File: config.mk
export PLATFORM = sky130hd
export DESIGN_NAME = wpft_ctrl
export DESIGN_NICKNAME = d
export VERILOG_FILES = /design/src/hw/rtl/wpft_pkg.sv /design/src/hw/rtl/wpft_ctrl.sv
export SDC_FILE = /design/constraint.sdc
export NUM_CORES = 1
export LEC_CHECK = 0
export ABC_AREA = 0
export ABC_CLOCK_PERIOD_IN_PS = 1300
export BUFFER_PORTS_ARGS = -buffer_cell sky130_fd_sc_hd__buf_2
export CAP_MARGIN = 25
export CORE_AREA = 4 4 41 43
export CTS_CLUSTER_DIAMETER = 80
export DETAILED_ROUTE_END_ITERATION = 7
export DIE_AREA = 0 0 45 47
export GPL_ROUTABILITY_DRIVEN = 1
export PLACE_DENSITY = 0.47
export SKIP_LAST_GASP = 1
export SYNTH_ARGS = -nofsm -noshare
export SYNTH_HDL_FRONTEND = slang
export SYNTH_SLANG_ARGS = --single-unit
File: constraint.sdc
create_clock -name clk -period 1.3 [get_ports clk]
set_clock_uncertainty 0.2 [all_clocks]
set_input_delay 0.195 -clock clk [delete_from_list [all_inputs] [get_ports clk]]
set_output_delay 0.195 -clock clk [all_outputs]
set_load 0.01 [all_outputs]
File: src/hw/rtl/wpft_pkg.sv
package wpft_pkg;

	localparam int ALPHABET_SIZE_DEF = 21;

	localparam int REQ_W    = 2;
	localparam int CODE_W   = 5;
	localparam int WEIGHT_W = 17;
	localparam int INIT_W   = 32;
	localparam int RECIP_W  = 24;
	localparam int CELL_W   = 40;
	localparam int HALF_W   = CELL_W / 2;
	localparam int FREQ_W   = 16;
	localparam int CFG_IDX_W  = 2;
	localparam int CFG_DATA_W = 32;
	localparam int IN_DATA_W  = 32;
	localparam int IN_USER_W  = REQ_W;
	localparam int OUT_DATA_W = FREQ_W;
	localparam int OUT_USER_W = 1;

	localparam logic [REQ_W-1:0] REQ_CLEAR = 2'd0;
	localparam logic [REQ_W-1:0] REQ_ADD   = 2'd1;
	localparam logic [REQ_W-1:0] REQ_READ  = 2'd2;

	localparam logic [CFG_IDX_W-1:0] CFG_INIT  = 2'd0;
	localparam logic [CFG_IDX_W-1:0] CFG_RECIP = 2'd1;

	typedef struct packed {
		logic cap;
		logic clr_wr;
		logic add_rd;
		logic add_wr;
		logic rd_rd;
		logic rd_mul;
		logic out_load;
	} cmd_t;

	typedef struct packed {
		logic codes_ok;
		logic clr_done;
		logic out_free;
	} status_t;

endpackage

File: src/hw/rtl/wpft_ctrl.sv
module wpft_ctrl (
	input  logic                      clk,
	input  logic                      arst_n,
	input  logic                      s_tvalid,
	output logic                      s_tready,
	input  logic [wpft_pkg::REQ_W-1:0] req,
	input  wpft_pkg::status_t         status,
	output wpft_pkg::cmd_t            cmd
);

	import wpft_pkg::*;

	localparam logic [2:0] ST_IDLE  = 3'd0;
	localparam logic [2:0] ST_CLEAR = 3'd1;
	localparam logic [2:0] ST_ADD_R = 3'd2;
	localparam logic [2:0] ST_ADD_W = 3'd3;
	localparam logic [2:0] ST_RD_M  = 3'd4;
	localparam logic [2:0] ST_RD_P  = 3'd5;
	localparam logic [2:0] ST_RD_O  = 3'd6;

	logic [2:0] state_q;
	logic [2:0] state_d;
	logic       acc;

	assign s_tready = (state_q == ST_IDLE);
	assign acc      = s_tvalid && s_tready;

	always_comb begin
		state_d = state_q;
		cmd     = '0;
		unique case (state_q)
			ST_IDLE: begin
				cmd.cap = acc;
				if (acc) begin
					priority if (req == REQ_CLEAR) begin
						state_d = ST_CLEAR;
					end else if (req == REQ_ADD && status.codes_ok) begin
						state_d = ST_ADD_R;
					end else if (req == REQ_READ && status.codes_ok) begin
						state_d = ST_RD_M;
					end else if (req == REQ_READ) begin
						state_d = ST_RD_O;
					end else begin
						state_d = ST_IDLE;
					end
				end
			end
			ST_CLEAR: begin
				cmd.clr_wr = 1'b1;
				if (status.clr_done) begin
					state_d = ST_IDLE;
				end
			end
			ST_ADD_R: begin
				cmd.add_rd = 1'b1;
				state_d    = ST_ADD_W;
			end
			ST_ADD_W: begin
				cmd.add_wr = 1'b1;
				state_d    = ST_IDLE;
			end
			ST_RD_M: begin
				cmd.rd_rd = 1'b1;
				state_d   = ST_RD_P;
			end
			ST_RD_P: begin
				cmd.rd_mul = 1'b1;
				state_d    = ST_RD_O;
			end
			ST_RD_O: begin
				// hold until the output slot is free
				if (status.out_free) begin
					cmd.out_load = 1'b1;
					state_d      = ST_IDLE;
				end
			end
			default: begin
				state_d = ST_IDLE;
			end
		endcase
	end

	always_ff @(posedge clk or negedge arst_n) begin
		if (!arst_n) begin
			state_q <= ST_IDLE;
		end else begin
			state_q <= state_d;
		end
	end

endmodule

== Word level (Yosys, flattened, before mapping) ==
Index checks and enable logic that the tools add are counted.
Cells by class
  eq/ne operators: 11
  muxes and demuxes: 16
  reduce and logical (&&, ||, !) cells: 6
Operators by type and width (count)
  two-way mux 3 bit: 7
  case mux 3 bit (6 select lines): 1
  equality test 3 bit (second input constant): 3
  two-way mux 1 bit: 8
  equality test 3 x 2 -> 1 bit (second input constant): 2
  != test 2 bit (second input constant): 2
  equality test 3 x 1 -> 1 bit (second input constant): 1
  logical AND 1 bit: 3
  zero test 3 bit: 1
  AND reduction 3 bit: 1
  equality test 2 x 1 -> 1 bit (second input constant): 1
  equality test 2 bit (second input constant): 1
  zero test 2 bit: 1
  != test 2 x 1 -> 1 bit (second input constant): 1
Word-level totals
  flip-flop bits (word level): 3
  input bits: 8
  output and inout bits: 8
  word-level logic and storage cells: 34

== Logic depth before layout (Yosys ltp) ==
  word-level depth: 7
  gate-level depth with buffers: 4
  gate-level depth less buffers: 3

== Worst setup path after synthesis ==
Ideal clock, no wire load.
  path kind: register to output
  start: register state_q[1]
  end: output port cmd[2] (netlist bit)
  data arrival time: 0.843 ns
  data required time: 0.905 ns
  path slack: 0.062 ns
  cell stages (with the launch flop): 3
  path buffers: 1
  path through: dfrtp_1 buf_2 nor3b_1
RTL lines
  start, declared: line wpft_ctrl.sv:21  | logic [2:0] state_q;
  start signal, assigned: line wpft_ctrl.sv:87  | state_q <= state_d;
  end, declared: line wpft_ctrl.sv:8  | output wpft_pkg::cmd_t cmd

==> reports/qor.csv <==
metric;value;unit
# DRC;0;
vias;327;
clock buffer depth;2;
largest register by flop count;state_q;
failing checks;negative setup slack;
placed cell count;66;
crit path DAT;1.17;ns
Synth Instances;32;
Final ANT Viol Nets;0;
FP Rows;13;
H-tree levels;1;
Clock Sinks;3;
CP Class;reg -> out;
leak pwr;0.244;nW
Mapped Area;262;um2
Max IR drop VDD;1.18;mV
warnings from Yosys;0;
largest registers;state_q: 3 flops;
register area share after synthesis;28.7;%
reg-to-reg critical path startpoint;state_q[0];
main combinational cell family by area after synthesis;simple AND/OR/NAND/NOR gates;
DRT Wirelength;815;um
Clk pwr share;13.6;%
Fillers;140;
vias in the first global route;290;
post-synthesis mux area share;0;%
Switching Share;39.8;%
root buf cell;clkbuf_4;
DR WL/cell;10.9;um
unrepaired setup endpoints after global routing;yes;
Reg clk slew, reported paths;0.04;ns
Worst Hold Launch;s_tvalid;
GRT Total Usage;7.91;%
WP data required;0.90;ns
CP max FO;8;
Core ar.;1300;um2
Net Count, Synth;40;
Die ar.;2120;um2
cts bufs inserted;3;
Synth area leaders;dfrtp_1 29%, nor3b_1 11%, buf_6 8.6%, nor3_1 5.7%, nand2_1 5.7%;
die height;47;um
sequential power share;21.9;%
TNS Setup;-1.78;ns
Int Power;0.728;mW
post-synthesis compound-gate area fraction;18.2;%
max-cap violations;0;
simple-gate share of the synthesized area;41.1;%
Die Wd;45;um
I/O Pins;16;
CP Capture Type;primary output;
Hold Slack;0.0343;ns
First-pass DRT Iterations;1;
FF+latch count, synth;3;
Setup Viol. Count Final;9;
Final nets;69;
layout cells sized above 1;73.3;%
post-synthesis area per instance;8.17;um2
Rel. slew slack;85.5;%
Fmax achieved;0.640;GHz
Synth cell types;18;
gpl congestion;0.702;
# diodes;0;
Clock Latency Late Sink;0.23;ns
Psw;0.482;mW
grt total ovfl;0;
Tmin final;1.56;ns
1st-iter DRT viols;0;
antenna violations before repair;0;
Area growth, synth to finish;104;%
Setup WS post-layout;-0.263;ns
max FFs per register;3;
status;finished with violations;
Critical Path Start Type;flip-flop;
largest net degree at the start of global routing;9;
fraction of the mapped netlist area in adder cells;0;%
Final period util;120;%
Pins Over Slew Limit;0;
CTS tree;built;
post-synthesis xor/xnor area fraction;0;%
vias per std cell;4.36;
Final Hold Fails;0;
cell taking the most area after synthesis;dfrtp_1;
Setup crit start;state_q[2];
port bufs;15;
global-route wire length before repair;1.19;mm
worst slew pin tran;0.216;ns
combinational group share of total power;64.6;%
Synth top area share;28.7;%
non-filler cells, final;75;
Tightest Hold Check Type;in -> reg;
Initial Utilization;20.1;%
PwrDens;2270;nW/um2
==> through the flow <==
step	setup WS (ns)	util [%]	instance area [um2]	power, mW
global placement	-0.0888	29.2	380	0.773
finish	-0.263	41.0	533	1.21
detailed placement	-0.0324	29.2	380	0.756
floorplan	0.0617	-	262	0.536
CTS	-0.229	36.3	472	1.06
global route	-0.307	41.0	533	1.31
==> cell families after synthesis <==
group	Yosys count
compound gates	8
simple gates	17
buf+inv	4
flops	3
==> worst paths after layout <==
kind / to / slack, ns / depth (start not counted)
max in group asynchronous: state_q[1] / 0.69 / 2
min in group asynchronous: state_q[2] / 0.09 / 2
worst max-delay path: cmd[5] / -0.26 / 3
worst min register to register: state_q[1] / 0.47 / 2
worst max register to register: state_q[1] / -0.04 / 4
worst min-delay path: state_q[1] / 0.03 / 3
==> cells in the mapped netlist <==
library cell and n:
nand2b_1 2, buf_2 1, a31oi_1 1, nor3_1 3, inv_1 1, nor2_1 1, buf_6 2, and3b_4 1
nor3b_2 1, o21ai_1 2, o22a_1 1, nand2_1 4, nor3b_1 4, a21oi_1 1, and2_1 1, dfrtp_1 3
o31ai_1 1, o21ai_0 2
==> layer usage <==
metal  vias up  wire length (um)  GRT usage (%)
met2        11               393           11.9
met4         0                 0              0
li1        167                 -              -
met5         -                 0              0
met3         0                81           6.13
met1       149               340           9.59
==> worst max-delay path, cell delays in order (launching register included) <==
cell	delay, ns
dfrtp_2	0.46
buf_4	0.16
nor3_2	0.16
buf_2	0.15
==> layout make-up <==
type / instances / area, um2 / share of cell area [%]
multi-input combinational: 25 / 216 / 40.6
timing repair buffer: 27 / 189 / 35.4
sequential: 3 / 78.8 / 14.8
clock buffer: 4 / 26.3 / 4.93
tap: 15 / 18.8 / 3.52
inverter: 1 / 3.75 / 0.704
==> layout by cell type, fill, tap and decap left out, types with 2 or more instances in the layout <==
cell type / netlist / final
buf_2: 1 / 14
buf_4: 0 / 7
buf_6: 2 / 5
nor3b_2: 1 / 4
nand2_1: 4 / 3
clkbuf_4: 0 / 3
dfrtp_2: 0 / 3
nor3_2: 0 / 2
o21ai_0: 2 / 2
o21ai_1: 2 / 2
==> power groups by stage <==
stage | clock network [mW] | logic [mW] | registers, mW
finish | 0.164 | 0.781 | 0.264
global placement | 0 | 0.550 | 0.223
CTS | 0.171 | 0.649 | 0.241
detailed placement | 0 | 0.533 | 0.223
floorplan | 0 | 0.378 | 0.157
global route | 0.183 | 0.846 | 0.277
==> timing repair <==
item / 4_1_cts / 5_1_grt
setup endpoints to repair: 9 / 9
hold buffers: 1 / 0
endpoints found under the hold margin: 3 / 0
pin swaps: 2 / 3
setup buffers: 2 / 2
gates resized for setup: 11 / 9
No activity file was read; power rests on OpenSTA's default activity.
